`config.mk`:
```
export PLATFORM = sky130hd
export DESIGN_NAME = mml_mac
export DESIGN_NICKNAME = d
export VERILOG_FILES = /design/src/hw/rtl/mml_pkg.sv /design/src/hw/rtl/mml_mac.sv
export SDC_FILE = /design/constraint.sdc
export NUM_CORES = 2
export LEC_CHECK = 0
export ABC_AREA = 0
export ABC_CLOCK_PERIOD_IN_PS = 5150
export CAP_MARGIN = 25
export CORE_MARGIN = 2
export CORE_UTILIZATION = 40
export DETAILED_ROUTE_END_ITERATION = 10
export DONT_BUFFER_PORTS = 1
export GPL_TIMING_DRIVEN = 0
export HOLD_SLACK_MARGIN = 0.02
export MAX_ROUTING_LAYER = met4
export REMOVE_ABC_BUFFERS = 1
export SYNTH_ARGS = -nofsm -noshare
export SYNTH_HDL_FRONTEND = slang
export SYNTH_SLANG_ARGS = --single-unit
```
`constraint.sdc`:
```
create_clock -name clk -period 5.15 [get_ports clk]
set_clock_uncertainty 0.2 [all_clocks]
set_input_delay 0.515 -clock clk [delete_from_list [all_inputs] [get_ports clk]]
set_output_delay 0.515 -clock clk [all_outputs]
set_load 0.03 [all_outputs]
```
`src/hw/rtl/mml_pkg.sv`:
```
// Shared types and constants for the matrix multiply layout unit.
// Used by mml_mac, mml_seq and the top level; depends on nothing.
`default_nettype none

package mml_pkg;

    // Fixed field widths of the item formats.
    localparam int DIM_BITS     = 5;
    localparam int INDEX_BITS   = 8;
    localparam int ELEM_IN_BITS = 24;
    localparam int CELL_BITS    = 4;
    localparam int VALUE_BITS   = 52;

    // Operation codes carried on the input tuser.
    localparam logic [1:0] OP_LOAD_A  = 2'd0;
    localparam logic [1:0] OP_LOAD_B  = 2'd1;
    localparam logic [1:0] OP_COMPUTE = 2'd2;

    // Register indexes on the configuration port (paddr[3:2]).
    localparam logic [1:0] REG_MATRIX_SIZE    = 2'd0;
    localparam logic [1:0] REG_A_COLUMN_MAJOR = 2'd1;
    localparam logic [1:0] REG_B_COLUMN_MAJOR = 2'd2;

    typedef enum logic [1:0] {
        ST_IDLE,
        ST_RUN,
        ST_DRAIN,
        ST_FINISH
    } seq_state_t;

    // Sequencer to multiply-accumulate unit.
    typedef struct packed {
        logic clear;
        logic valid;
    } mac_ctrl_t;

    // Sequencer status toward the top level.
    typedef struct packed {
        logic idle;
        logic done;
        logic oor;
    } seq_status_t;

endpackage

`default_nettype wire

```
`src/hw/rtl/mml_mac.sv`:
```
// Shared multiply-accumulate unit: registered signed product, then a wrapping accumulator.
// Depends on mml_pkg for the control struct and the result width.
`default_nettype none

module mml_mac #(
    parameter int ELEM_BITS = 24
) (
    input  wire logic                          clk,
    input  wire logic                          rst_n,
    input  wire mml_pkg::mac_ctrl_t            ctrl,
    input  wire logic [ELEM_BITS-1:0]          a_data,
    input  wire logic [ELEM_BITS-1:0]          b_data,
    output logic      [mml_pkg::VALUE_BITS-1:0] acc,
    output logic                               busy
);
    import mml_pkg::*;

    localparam int PW = 2 * ELEM_BITS;

    logic signed [PW-1:0]            prod_reg;
    logic                            prod_v_reg;
    logic signed [PW+VALUE_BITS-1:0] prod_ext;
    logic [VALUE_BITS-1:0]           acc_reg;
    logic [VALUE_BITS-1:0]           acc_next;

    // The product is sign-extended, then cut to the result width so the sum wraps.
    assign prod_ext = (PW + VALUE_BITS)'(prod_reg);

    always_comb
    begin
        acc_next = acc_reg;
        if (ctrl.clear)
        begin
            acc_next = '0;
        end
        else if (prod_v_reg)
        begin
            acc_next = acc_reg + prod_ext[VALUE_BITS-1:0];
        end
    end

    always_ff @(posedge clk or negedge rst_n)
    begin
        if (!rst_n)
        begin
            prod_v_reg <= 1'b0;
        end
        else
        begin
            prod_v_reg <= ctrl.valid;
        end
    end

    always_ff @(posedge clk)
    begin
        if (ctrl.valid)
        begin
            prod_reg <= $signed(a_data) * $signed(b_data);
        end
        acc_reg <= acc_next;
    end

    assign acc  = acc_reg;
    assign busy = prod_v_reg;

endmodule

`default_nettype wire

```
**Yosys cells after proc, flatten, opt, wreduce, memory -nomap -nowiden**

Cells that the tools add are included.
Widths: inputs -> output; s select.

- $mul: 1
- Add/sub/neg operators: 1

Operator list:

| operator | number |
|---|---|
| $add 52x52->52 | 1 |
| $mul 24x24->48 | 1 |

- Bits in registers: 101
- Input port bits: 52
- Word-level logic and storage cells: 5

**Logic depth before layout (Yosys ltp)**

- Depth in word-level cells: 1
- Depth in mapped cells: 27

**Worst setup path before layout**

OpenSTA, ideal clock, no wires.

- Kind: input -> register
- Start: input port a_data[23]
- End: register prod_reg[44] (data pin)
- Data arrival time: 6.941 ns
- Path slack: -2.250 ns
- Setup time: 0.259 ns
- Stages on the path: 24
- Cell sequence: clkbuf_1 -> nand2_1 -> inv_1 -> fa_1 -> fa_1 -> inv_1 -> fa_1 -> inv_1 -> fa_1 -> fa_1 -> fa_1 -> inv_1 -> fa_1 -> inv_1 -> ha_1 -> clkbuf_1 -> and3_1 -> and2_1 -> and3_1 -> a221o_1 -> a31o_2 -> a32oi_1 -> o21ai_0 -> xnor2_1

- Word-level cells in the longest chain between the ends: 1

Ends and longest elaborated chain:

| element | RTL line | RTL |
|---|---|---|
| start, declared | mml_mac.sv:11 | `input wire logic [ELEM_BITS-1:0] a_data,` |
| $mul 24x24->48 | mml_mac.sv:58 | `prod_reg <= $signed(a_data) * $signed(b_data);` |
| end signal, assigned | mml_mac.sv:58 |  |
| end, declared | mml_mac.sv:20 | `logic signed [PW-1:0] prod_reg;` |

Every way passes these cells.
A chain may end at the register's enable or synchronous reset.

**Worst setup path after layout**

- Start: input port b_data[8]
- End: register prod_reg[45] (data pin)

- Word-level cells in the longest chain between the ends: 1

Ends and longest elaborated chain:

| element | RTL line | RTL |
|---|---|---|
| start, declared | mml_mac.sv:12 | `input wire logic [ELEM_BITS-1:0] b_data,` |
| $mul 24x24->48 | mml_mac.sv:58 |  |

Every way passes these cells.

==> key figures <==
Outcome
  • Status: finished, violations left
  • Failing checks: negative setup slack

Yosys
  • Number of synthesized flops with an enable pin: 48
  • Mapped Cells: 2955
  • Seq/Total Area, Yosys: 9.20%
  • Predominant post-synthesis flop cell: dfxtp_1
  • Mapped Area: 0.0273 mm²
  • Avg Cell Area, Syn: 9.22 µm²
  • Ys async rst share: 0.990%
  • Top cell type's share of synthesized area: 44.7%
  • Post-synthesis register bit count: 101
  • Synth area leader: fa_1
  • Netlist cell types: 82
  • Yosys synthesis warning count: 0
  • Main area contributors after synthesis: fa_1, inv_1, ha_1

Routing
  • Wirelength per Cell: 17.9 µm
  • Post-DRT Antenna Nets: 0
  • Total Routed Length: 67600 µm
  • First-pass DRT Iterations: 5
  • Via count: 19500
  • DRC marker count from the first detailed-route iteration: 874
  • Residual DRC: 0
  • Vias per cell: 5.16

Die
  • Core box area: 0.0673 mm²
  • Die area: 0.0702 mm²
  • DIE WIDTH: 265 µm
  • Rows: 95
  • Top-level port count: 105
  • DIE HEIGHT: 265 µm
  • Starting density of the core: 40.5%

Place
  • Dpl cells: 3709
  • DP Wirelength: 52800 µm
  • GPL Wtd Cong: 0.876
  • Port bufs: 0
  • Placement Setup Slack: -2760 ps

Final layout
  • Post-layout nets: 3740
  • Share of cells above drive strength 1: 8.31%
  • Commonest non-fill, non-tap cell in the layout: inv_1
  • Most frequent cells in the layout: inv_1, fa_1, nand2_1
  • P&R area growth vs syn: 7.99%
  • Fill cells: 6589
  • Max reg flops: 52
  • Final Instance Count excl. Fillers: 3774

GRT
  • Met2 Usage GRT: 36.8%
  • Met1 usage: 25.1%
  • Met3 Use GR: 2.26%
  • Largest net degree at the start of global routing: 50
  • Initial antenna violation count: 0
  • Grt ovf: 0
  • Global route hottest layer: met2
  • Vias in the first global route: 20800
  • First-pass GRT wire length: 111000 µm
  • All-Layer GR Usage: 20.6%

Critical path
  • RR Endpoint: acc[45]$_SDFFE_PP0P_
  • Critical path fanouts, max: 24
  • Setup crit start kind: input port
  • WP data required: 5070 ps
  • Reg2reg start: acc[2]$_SDFFE_PP0P_
  • FF-to-FF path depth: 11
  • Most used cell, CP: fa_1
  • CP Class: in2reg
  • Slowest cell on crit path: fa_1
  • CP Capture Type: register
  • R2R Setup Slk: 1240 ps
  • Worst path max stage delay: 540 ps
  • Worst EP arrival: 6650 ps

STA
  • RSZ-0062 raised after global routing: true
  • Final worst slack: -1580 ps
  • Worst Tran Pin Value: 812 ps
  • Period Utilization, post-route: 131%
  • Slew Limit Fails: 0
  • Fin. Hold Viols: 0
  • # setup viols final: 35
  • Final min period: 6730 ps
  • FMAX: 149 MHz
  • Worst slew margin: 45.3%

Clock tree
  • Total CTS buffers: 9
  • Clock buffer depth: 2
  • H-tree depth: 3
  • Clock Latency Late Sink: 370 ps
  • Clock root buffer: clkbuf_16
  • CTS tree: done
  • CTS clock-pin slew for the worst setup and hold paths: 80 ps
  • # clock sinks: 101

Run
  • Max-Cap Viols: 0

Worst hold path
  • Hold depth: 0
  • Worst Hold Class: in2reg
  • Min-delay src: ctrl[0]
  • Hold worst-path end: prod_reg[46]$_DFFE_PP_
## synth_stat cells (15+ instances only)
master and instances:
inv_1 642, and2_1 289, a21oi_1 89, dfxtp_1 52, nand2b_1 15, o21a_1 17, a21o_1 50, nand2_1 345
o21ai_0 52, mux2i_1 26, fa_1 608, and3_1 17, xor2_1 20, nor2_1 115, xnor2_1 60, nor3_1 17
clkbuf_1 115, nand3_1 23, a211oi_1 23, ha_1 185, edfxtp_1 48
## layout make-up
class                           instances  area (µm²)  area share, %
Inverter                              644        2430           8.26
Multi-Input combinational cell       2090       22600           76.9
Sequential cell                       101        2510           8.52
Timing Repair inverter                  1        5.00         0.0170
Tap cell                              873        1090           3.71
Clock inverter                          7        63.8          0.217
Timing Repair Buffer                   48         458           1.56
Antenna cell                            1        2.50        0.00850
Clock buffer                            9         225          0.765
## worst max-delay path, delay by kind of cell
| family | cells | cell delay (ps) |
|---|---|---|
| adder cells (fa/ha/maj) | 8 | 3840 |
| XOR/XNOR | 1 | 160 |
| AND/OR/NAND/NOR | 1 | 150 |
| AO/OA/AOI/OAI | 8 | 1570 |
| buffers and inverters | 7 | 400 |
## worst max-delay path by stage
stage          startpoint                endpoint  slack (ps)  cells after the start
2_1_floorplan   b_data[0]  prod_reg[45]$_DFFE_PP_       -1960                     25
3_3_place_gp   b_data[23]  prod_reg[44]$_DFFE_PP_       -2750                     22
3_5_place_dp    b_data[0]  prod_reg[45]$_DFFE_PP_       -2760                     25
4_1_cts        a_data[23]  prod_reg[42]$_DFFE_PP_       -1630                     22
5_1_grt        a_data[10]  prod_reg[45]$_DFFE_PP_       -1770                     23
6_report        b_data[8]  prod_reg[45]$_DFFE_PP_       -1580                     25
## routing by layer
layer | routed length, µm | vias up
li1 | - | 8874
met1 | 27800 | 10200
met2 | 36500 | 293
met3 | 1870 | 87
met4 | 1470 | 0
met5 | 0 | -
## cells by family (layout without fill, tap and decap cells)
group	after synthesis	after routing	share of synthesized area, %
XOR/XNOR	80	80	2.57
buffers and inverters	764	709	10.5
AO/OA/AOI/OAI	321	321	7.85
flip-flops	101	101	9.20
adder cells (fa/ha/maj)	793	793	53.2
multiplexers	28	28	1.04
other	0	1	0
AND/OR/NAND/NOR	868	868	15.7
## repair_timing
| item | in CTS | in global routing |
|---|---|---|
| hold buffers | 4 | 0 |
| cloned | 1 | 0 |
| pin swaps | 73 | 72 |
| resized for setup | 117 | 87 |
| setup buffers | 30 | 14 |
| setup endpoints to repair | 35 | 35 |
| hold endpoints to repair | 31 | 0 |
## stage by stage
| step | instance area (µm²) | hold slack [ps] | util [%] | TNS [ps] |
|---|---|---|---|---|
| finish | 29400 | 61.1 | 43.7 | -38290 |
| global route | 29400 | 42.8 | 43.7 | -43970 |
| CTS | 29000 | 32.5 | 43.1 | -38120 |
| detailed placement | 27900 | 19.4 | 41.5 | -67390 |
| global placement | 27900 | 19.4 | 41.5 | -67100 |
| floorplan | 26800 | 19.4 | - | -46210 |
Power is left out: the tool's default activity adds up to more than one toggle a clock period on the data nets, which glitch-free logic cannot reach.
