[src/hw/rtl/mml_pkg.sv]
// Shared types and constants for the matrix multiply layout unit.
// Used by mml_mac, mml_seq and the top level; depends on nothing.
`default_nettype none

package mml_pkg;

    // Fixed field widths of the item formats.
    localparam int DIM_BITS     = 5;
    localparam int INDEX_BITS   = 8;
    localparam int ELEM_IN_BITS = 24;
    localparam int CELL_BITS    = 4;
    localparam int VALUE_BITS   = 52;

    // Operation codes carried on the input tuser.
    localparam logic [1:0] OP_LOAD_A  = 2'd0;
    localparam logic [1:0] OP_LOAD_B  = 2'd1;
    localparam logic [1:0] OP_COMPUTE = 2'd2;

    // Register indexes on the configuration port (paddr[3:2]).
    localparam logic [1:0] REG_MATRIX_SIZE    = 2'd0;
    localparam logic [1:0] REG_A_COLUMN_MAJOR = 2'd1;
    localparam logic [1:0] REG_B_COLUMN_MAJOR = 2'd2;

    typedef enum logic [1:0] {
        ST_IDLE,
        ST_RUN,
        ST_DRAIN,
        ST_FINISH
    } seq_state_t;

    // Sequencer to multiply-accumulate unit.
    typedef struct packed {
        logic clear;
        logic valid;
    } mac_ctrl_t;

    // Sequencer status toward the top level.
    typedef struct packed {
        logic idle;
        logic done;
        logic oor;
    } seq_status_t;

endpackage

`default_nettype wire

[src/hw/rtl/mml_seq.sv]
// Sequencer for one product cell: walks k over the row of A and the column of B.
// Depends on mml_pkg for the state type and the control and status structs.
`default_nettype none

module mml_seq #(
    parameter int AW = 8
) (
    input  wire logic                           clk,
    input  wire logic                           rst_n,
    input  wire logic                           start,
    input  wire logic [mml_pkg::CELL_BITS-1:0]  row,
    input  wire logic [mml_pkg::CELL_BITS-1:0]  col,
    input  wire logic [mml_pkg::DIM_BITS-1:0]   n,
    input  wire logic                           a_col_major,
    input  wire logic                           b_col_major,
    input  wire logic                           out_free,
    input  wire logic                           prod_busy,
    output logic      [AW-1:0]                  addr_a,
    output logic      [AW-1:0]                  addr_b,
    output logic                                rd_en,
    output mml_pkg::mac_ctrl_t                  mac_ctrl,
    output mml_pkg::seq_status_t                status
);
    import mml_pkg::*;

    localparam int PROD_BITS = CELL_BITS + DIM_BITS;

    seq_state_t            state_reg;
    seq_state_t            state_next;
    logic [AW-1:0]         addr_a_reg;
    logic [AW-1:0]         addr_a_next;
    logic [AW-1:0]         addr_b_reg;
    logic [AW-1:0]         addr_b_next;
    logic [DIM_BITS-1:0]   step_a_reg;
    logic [DIM_BITS-1:0]   step_a_next;
    logic [DIM_BITS-1:0]   step_b_reg;
    logic [DIM_BITS-1:0]   step_b_next;
    logic [DIM_BITS-1:0]   k_reg;
    logic [DIM_BITS-1:0]   k_next;
    logic                  oor_reg;
    logic                  oor_next;
    logic                  rd_v_reg;
    logic [PROD_BITS-1:0]  row_times_n;
    logic [PROD_BITS-1:0]  col_times_n;
    logic                  req_oor;
    logic                  k_last;
    logic                  pipe_busy;

    assign row_times_n = {{DIM_BITS{1'b0}}, row} * {{CELL_BITS{1'b0}}, n};
    assign col_times_n = {{DIM_BITS{1'b0}}, col} * {{CELL_BITS{1'b0}}, n};
    assign req_oor     = ({1'b0, row} >= n) || ({1'b0, col} >= n);
    assign k_last      = (k_reg == (n - DIM_BITS'(1)));
    assign pipe_busy   = rd_v_reg || prod_busy;

    // Next state.
    always_comb
    begin
        state_next = state_reg;
        case (state_reg)
            ST_IDLE:
            begin
                if (start)
                begin
                    state_next = req_oor ? ST_FINISH : ST_RUN;
                end
            end
            ST_RUN:
            begin
                if (k_last)
                begin
                    state_next = ST_DRAIN;
                end
            end
            ST_DRAIN:
            begin
                if (!pipe_busy)
                begin
                    state_next = ST_FINISH;
                end
            end
            ST_FINISH:
            begin
                if (out_free)
                begin
                    state_next = ST_IDLE;
                end
            end
            default:
            begin
                state_next = ST_IDLE;
            end
        endcase
    end

    // Outputs of the state machine.
    always_comb
    begin
        rd_en          = 1'b0;
        mac_ctrl.clear = 1'b0;
        mac_ctrl.valid = rd_v_reg;
        status.idle    = 1'b0;
        status.done    = 1'b0;
        status.oor     = oor_reg;
        case (state_reg)
            ST_IDLE:
            begin
                status.idle    = 1'b1;
                mac_ctrl.clear = start;
            end
            ST_RUN:
            begin
                rd_en = 1'b1;
            end
            ST_DRAIN:
            begin
                rd_en = 1'b0;
            end
            ST_FINISH:
            begin
                status.done = out_free;
            end
            default:
            begin
                rd_en = 1'b0;
            end
        endcase
    end

    // Address walk: A steps by one when row-major and by n when column-major; B the other way round.
    always_comb
    begin
        addr_a_next = addr_a_reg;
        addr_b_next = addr_b_reg;
        step_a_next = step_a_reg;
        step_b_next = step_b_reg;
        k_next      = k_reg;
        oor_next    = oor_reg;
        if ((state_reg == ST_IDLE) && start)
        begin
            addr_a_next = a_col_major ? AW'(row) : AW'(row_times_n);
            step_a_next = a_col_major ? n : DIM_BITS'(1);
            addr_b_next = b_col_major ? AW'(col_times_n) : AW'(col);
            step_b_next = b_col_major ? DIM_BITS'(1) : n;
            k_next      = '0;
            oor_next    = req_oor;
        end
        else if (state_reg == ST_RUN)
        begin
            addr_a_next = addr_a_reg + AW'(step_a_reg);
            addr_b_next = addr_b_reg + AW'(step_b_reg);
            k_next      = k_reg + DIM_BITS'(1);
        end
    end

    always_ff @(posedge clk or negedge rst_n)
    begin
        if (!rst_n)
        begin
            state_reg <= ST_IDLE;
            rd_v_reg  <= 1'b0;
            k_reg     <= '0;
            oor_reg   <= 1'b0;
        end
        else
        begin
            state_reg <= state_next;
            rd_v_reg  <= rd_en;
            k_reg     <= k_next;
            oor_reg   <= oor_next;
        end
    end

    always_ff @(posedge clk)
    begin
        addr_a_reg <= addr_a_next;
        addr_b_reg <= addr_b_next;
        step_a_reg <= step_a_next;
        step_b_reg <= step_b_next;
    end

    assign addr_a = addr_a_reg;
    assign addr_b = addr_b_reg;

    // The accumulator is cleared only with nothing in flight.
    assert property (@(posedge clk) disable iff (!rst_n)
        ((state_reg == ST_IDLE) && start) |-> (!rd_v_reg && !prod_busy))
        else $error("accumulator cleared with a product in flight");

    // A result is handed over only after the last product has been added.
    assert property (@(posedge clk) disable iff (!rst_n)
        ((state_reg == ST_FINISH) && !oor_reg) |-> !pipe_busy)
        else $error("result taken before the pipeline drained");

    // The walk over k never passes the matrix size.
    assert property (@(posedge clk) disable iff (!rst_n)
        (state_reg == ST_RUN) |-> (k_reg < n))
        else $error("k ran past the matrix size");

endmodule

`default_nettype wire

[config.mk]
export PLATFORM = sky130hd
export DESIGN_NAME = mml_seq
export DESIGN_NICKNAME = d
export VERILOG_FILES = /design/src/hw/rtl/mml_pkg.sv /design/src/hw/rtl/mml_seq.sv
export SDC_FILE = /design/constraint.sdc
export NUM_CORES = 1
export LEC_CHECK = 0
export ABC_AREA = 1
export BUFFER_PORTS_ARGS = -buffer_cell sky130_fd_sc_hd__buf_2
export CAP_MARGIN = 20
export CELL_PAD_IN_SITES_DETAIL_PLACEMENT = 0
export CELL_PAD_IN_SITES_GLOBAL_PLACEMENT = 2
export CORE_ASPECT_RATIO = 1.4
export CORE_MARGIN = 2
export CORE_UTILIZATION = 32
export DETAILED_ROUTE_END_ITERATION = 10
export GPL_ROUTABILITY_DRIVEN = 1
export PLACE_DENSITY = 0.8
export SYNTH_ARGS = -nofsm -noshare
export SYNTH_HDL_FRONTEND = slang
export SYNTH_SLANG_ARGS = --single-unit
[constraint.sdc]
create_clock -name clk -period 1.65 [get_ports clk]
set_input_delay 0.2475 -clock clk [delete_from_list [all_inputs] [get_ports clk]]
set_output_delay 0.2475 -clock clk [all_outputs]
set_load 0.01 [all_outputs]
### Word-level counts from Yosys, hierarchy flattened

Cells that the tools add are included.
Widths: inputs -> output; s select.

* equality and inequality tests: 8
* shift operators: 0
* reduce and logical (&&, ||, !) cells: 6
* $lt $le $gt $ge: 2
* divide/modulo/power cells: 0
* bitwise logic cells: 0
* mux-type cells: 18
* multiply operators: 2
* $add $sub $neg: 4

Operators with widths (count)
* $mux 8: 6
* $add 8x5->8: 2
* $mul 4x5->8: 2
* $ge 4x5->1: 2
* $mux 2: 5
* $mux 5: 2
* $ne 2x2->1 const B: 4
* $pmux 2 s4: 1
* $add 5x1->5 const B: 1
* $eq 5x5->1: 1
* $sub 5x1->5 const B: 1
* $eq 2x2->1 const B: 2
* $mux 1: 4
* $reduce_and 4->1: 1
* $eq 2x1->1 const B: 1
* $logic_not 2->1: 1
* $logic_or 1x1->1: 2
* $reduce_bool 2->1: 1
* $logic_and 1x1->1: 1

* bits in read-only memories: 0
* latch bits: 0
* memories kept: 0
* input bits: 20
* flip-flop bits (word level): 35
* RAM bits: 0

### Depth between registers and ports, before layout

* word-level depth: 5
* mapped depth: 16
* gate-level depth less buffers: 15

### Worst setup path before layout

Ideal clock, no wire load.

* path type: input to register
* from: in n[0] (netlist name)
* to: reg addr_b_reg[6] (netlist: addr_b[6]) (data pin)
* stages: 11
* setup slack: -1.045 ns
* setup time: 0.257 ns
* arrival time: 2.437 ns
* required time: 1.393 ns
* buffers on the path: 1
* cell sequence: buf_4 -> nand2_1 -> fa_1 -> inv_1 -> fa_1 -> fa_1 -> nand2_1 -> nand2_1 -> a21oi_1 -> xnor2_1 -> o2bb2ai_1

* word-level cells in the longest chain between the ends: 3

RTL lines
* from (decl): RTL line mml_seq.sv:13 `input wire logic [mml_pkg::DIM_BITS-1:0] n,`
* $mul 4x5->8: RTL line mml_seq.sv:50 `assign col_times_n = {{DIM_BITS{1'b0}}, col} * {{CELL_BITS{1'b0}}, n};`
* $mux 8: RTL line mml_seq.sv:142 `addr_b_next = b_col_major ? AW'(col_times_n) : AW'(col);`
* $mux 8: RTL line mml_seq.sv:138 `if ((state_reg == ST_IDLE) && start)`
* named net addr_b_next[6]: RTL line mml_seq.sv:33 `logic [AW-1:0] addr_b_next;`
* to (signal assigned): RTL line mml_seq.sv:176 `addr_b_reg <= addr_b_next;`
* to (decl): RTL line mml_seq.sv:32 `logic [AW-1:0] addr_b_reg;`

The timed path passes the listed nets, and every way through them passes these cells.
A chain may end at the register's enable or synchronous reset.

### Final worst setup path

* from: in n[2] (netlist name)
* to: reg addr_b_reg[7] (netlist: addr_b[7]) (data pin)

Same word-level chain as after synthesis.

==> key figures <==
Run status
  – Run status: complete, but fails checks
  – Failing checks: negative setup slack

Drt
  – First drt pass iteration count: 4
  – Initial drt markers: 105
  – Final ANT Viol Nets: 0
  – DRC Markers: 0
  – Vias/cell: 4.54
  – Via count: 3311
  – Final WL: 9.38 mm
  – Routed WL per cell: 12.9 um

Critical path
  – Crit path DAT: 2.35 ns
  – CP Capture Type: flop
  – Kind of critical path: in -> reg
  – Reg-to-reg endpoint: addr_a[6]
  – Worst setup startpoint: n[2]
  – Reg2reg start: addr_a[0]
  – Crit Path Max Fanout: 8
  – Flop2flop setup slack: -0.13 ns
  – Critical path endpoint: addr_b[7]
  – Required time of the critical path: 1.69 ns
  – Cells on worst reg2reg path: 9
  – Startpoint Class: input port

Final layout
  – Filler cells: 1130
  – Multi-input logic area: 2460 um2
  – Nets: 672
  – # diodes: 0
  – Post-route cell area: 5110 um2
  – Register area: 1010 um2
  – Post-layout util: 0.456
  – Area Overhead vs Synth: 40.6%
  – Layout cells sized above 1: 0.347

GRT
  – Antenna violations before repair: 0
  – Layer carrying the most global-route usage: met2
  – GR Util met1: 0.177
  – GR Util met3: 0.0208
  – Vias in the first global route: 3375
  – Largest net degree at the start of global routing: 17
  – First-pass GRT wire length: 15.6 mm
  – Met2 Resource Use GR: 0.323
  – GRT overflow: 0
  – GRT Total Usage: 0.162

Clock tree
  – Sink Count: 35
  – CTS tree: built
  – Clk_lat worst skew: 0.28 ns
  – CTS root buf: clkbuf_16
  – Num CTS Buffers: 5
  – Clk buf depth: 2
  – CTS clock-pin slew for the worst setup and hold paths: 0.06 ns
  – H-tree depth: 2

Logic synthesis
  – Post-synth top cells: nand2_1, inv_1, ha_1
  – Synth warnings: 0
  – EDFF count, synth: 26
  – Count leader, synth: nand2_1
  – Syn Area/Cell: 7.71 um2
  – #FFs+latches synth: 35
  – Cell count after synthesis: 472
  – Top cell type's share of synthesized area: 0.215
  – Number of distinct library cells after synthesis: 36
  – Syn nets: 560
  – Yosys top cell by area: edfxtp_1
  – Sequential area share after synthesis: 0.277
  – Ys flop type: edfxtp_1
  – Synth area leaders: edfxtp_1, ha_1, nand2_1
  – Synth async-reset ratio: 0.257
  – Synthesized cell area: 3640 um2

STA
  – Worst slew pin tran: 0.349 ns
  – Relative slew slack: 0.766
  – Final Hold Viols: 0
  – Max frequency: 433 MHz
  – Crit path time final: 2.31 ns
  – Setup TNS: -5.68 ns
  – RSZ-0062 raised after global routing: yes
  – Final setup violation count: 10
  – Fin. max-slew vios: 0
  – Post-route clock period utilization: 1.40
  – PnR worst setup slack: -0.661 ns
  – Final Skew: 0.00363 ns

Place
  – Post-DP HPWL: 7.52 mm
  – Pre-CTS setup slack: -1.12 ns
  – IO buf count: 41
  – Final RePlAce weighted congestion: 0.838
  – Placed inst area: 4590 um2

Die
  – Core Area: 11200 um2
  – Die Y: 130 um
  – I/O Pins: 42
  – Chip width: 94.1 um
  – Die ar.: 12200 um2
  – Rows: 46
  – Initial Utilization: 0.324

Min path
  – Min-delay worst type: in -> reg

Power
  – Logic gate share of total power: 0.595
  – P_int: 0.00409 W
  – Switching share of power: 0.401
  – Pwr dens: 1330 nW/um2
  – Clock power share: 0.151
  – Maximum vdd drop: 0.000656 V
  – Leakage: 2.75 nW
  – Reg power frac: 0.255
  – Net switching power: 0.00273 W

Flow run
  – Max Cap Viol: 0
-- logic make-up (layout without fill, tap and decap cells) --
kind of cell             count (synthesis)  after routing  synth area share
flip-flops                              35             35             0.277
AO/OA/AOI/OAI                           59             59            0.0870
AND/OR/NAND/NOR                        199            199             0.231
adder cells (fa/ha/maj)                 68             68             0.263
XOR/XNOR                                 8              8            0.0213
buffers and inverters                  103            216             0.121
-- worst max-delay path: stages --
cell and delay (ns):
buf_12 0.12, ha_4 0.15, fa_1 0.52, inv_1 0.05
fa_1 0.49, inv_2 0.04, ha_4 0.23, nand2_2 0.07
nand2_2 0.06, nand2_2 0.07, nand3_2 0.08, inv_1 0.06
nand2_1 0.04, nand3_1 0.07, nand2_1 0.04
-- metrics by stage --
step | hold slack (ns) | instances | power, W
floorplan | -0.0481 | 472 | 0.00395
CTS | 0.317 | 727 | 0.00679
global route | 0.347 | 729 | 0.00744
detailed placement | 0.110 | 713 | 0.00550
finish | 0.329 | 729 | 0.00682
global placement | 0.110 | 713 | 0.00543
-- layout make-up --
type	instances	area share
Clock buffer	7	0.0299
Clock inverter	1	0.00147
Inverter	90	0.0675
Multi-Input combinational cell	334	0.481
Sequential cell	35	0.197
Tap cell	144	0.0352
Timing Repair Buffer	118	0.189
-- worst min-delay path by stage --
stage	startpoint	to	slack [ns]	cells after the start
floorplan	rst_n	k_reg[0]	-0.05	0
global placement	rst_n	k_reg[1]	0.11	1
detailed placement	rst_n	k_reg[1]	0.11	1
CTS	a_col_major	step_a_reg[0]	0.32	2
global route	rst_n	k_reg[1]	0.35	2
finish	a_col_major	step_a_reg[0]	0.33	2
-- what timing repair did --
action / CTS / global route
hold endpoints to repair: 9 / 0
cloned: 1 / 0
hold buffers: 1 / 0
buffers inserted: 4 / 3
gates resized for setup: 50 / 32
setup endpoints to repair: 13 / 13
pin swaps: 26 / 21
-- placed cells by master (no fill, tap or decap), drive strengths merged, types with 2 or more instances in the layout --
cell type,count
nand3b,3
xnor2,4
ha,54
a21oi,26
fa,14
buf,116
inv,90
clkbuf,7
nand4,5
nor3b,2
nand2,126
xor2,4
nand3,22
edfxtp,26
nor2,35
nor3,4
o21ai,21
dfrtp,9
o22ai,8
o2bb2ai,2
-- power groups by stage --
stage / sequential, W / combinational (W) / clock [W]
final: 0.00174 / 0.00406 / 0.00103
after global routing: 0.00178 / 0.00457 / 0.00109
after CTS: 0.00174 / 0.00400 / 0.00105
after detailed placement: 0.00175 / 0.00375 / 0
after global placement: 0.00174 / 0.00369 / 0
after floorplan: 0.00183 / 0.00211 / 0
-- per-layer routing --
| metal | wire length, um | share of wire | up-vias |
|---|---|---|---|
| li1 | - | - | 1739 |
| met1 | 3820 | 0.41 | 1530 |
| met2 | 5280 | 0.56 | 33 |
| met3 | 161 | 0.017 | 9 |
| met4 | 123 | 0.013 | 0 |
| met5 | 0 | 0 | - |
Note: power is estimated with default switching activity, not from simulation.
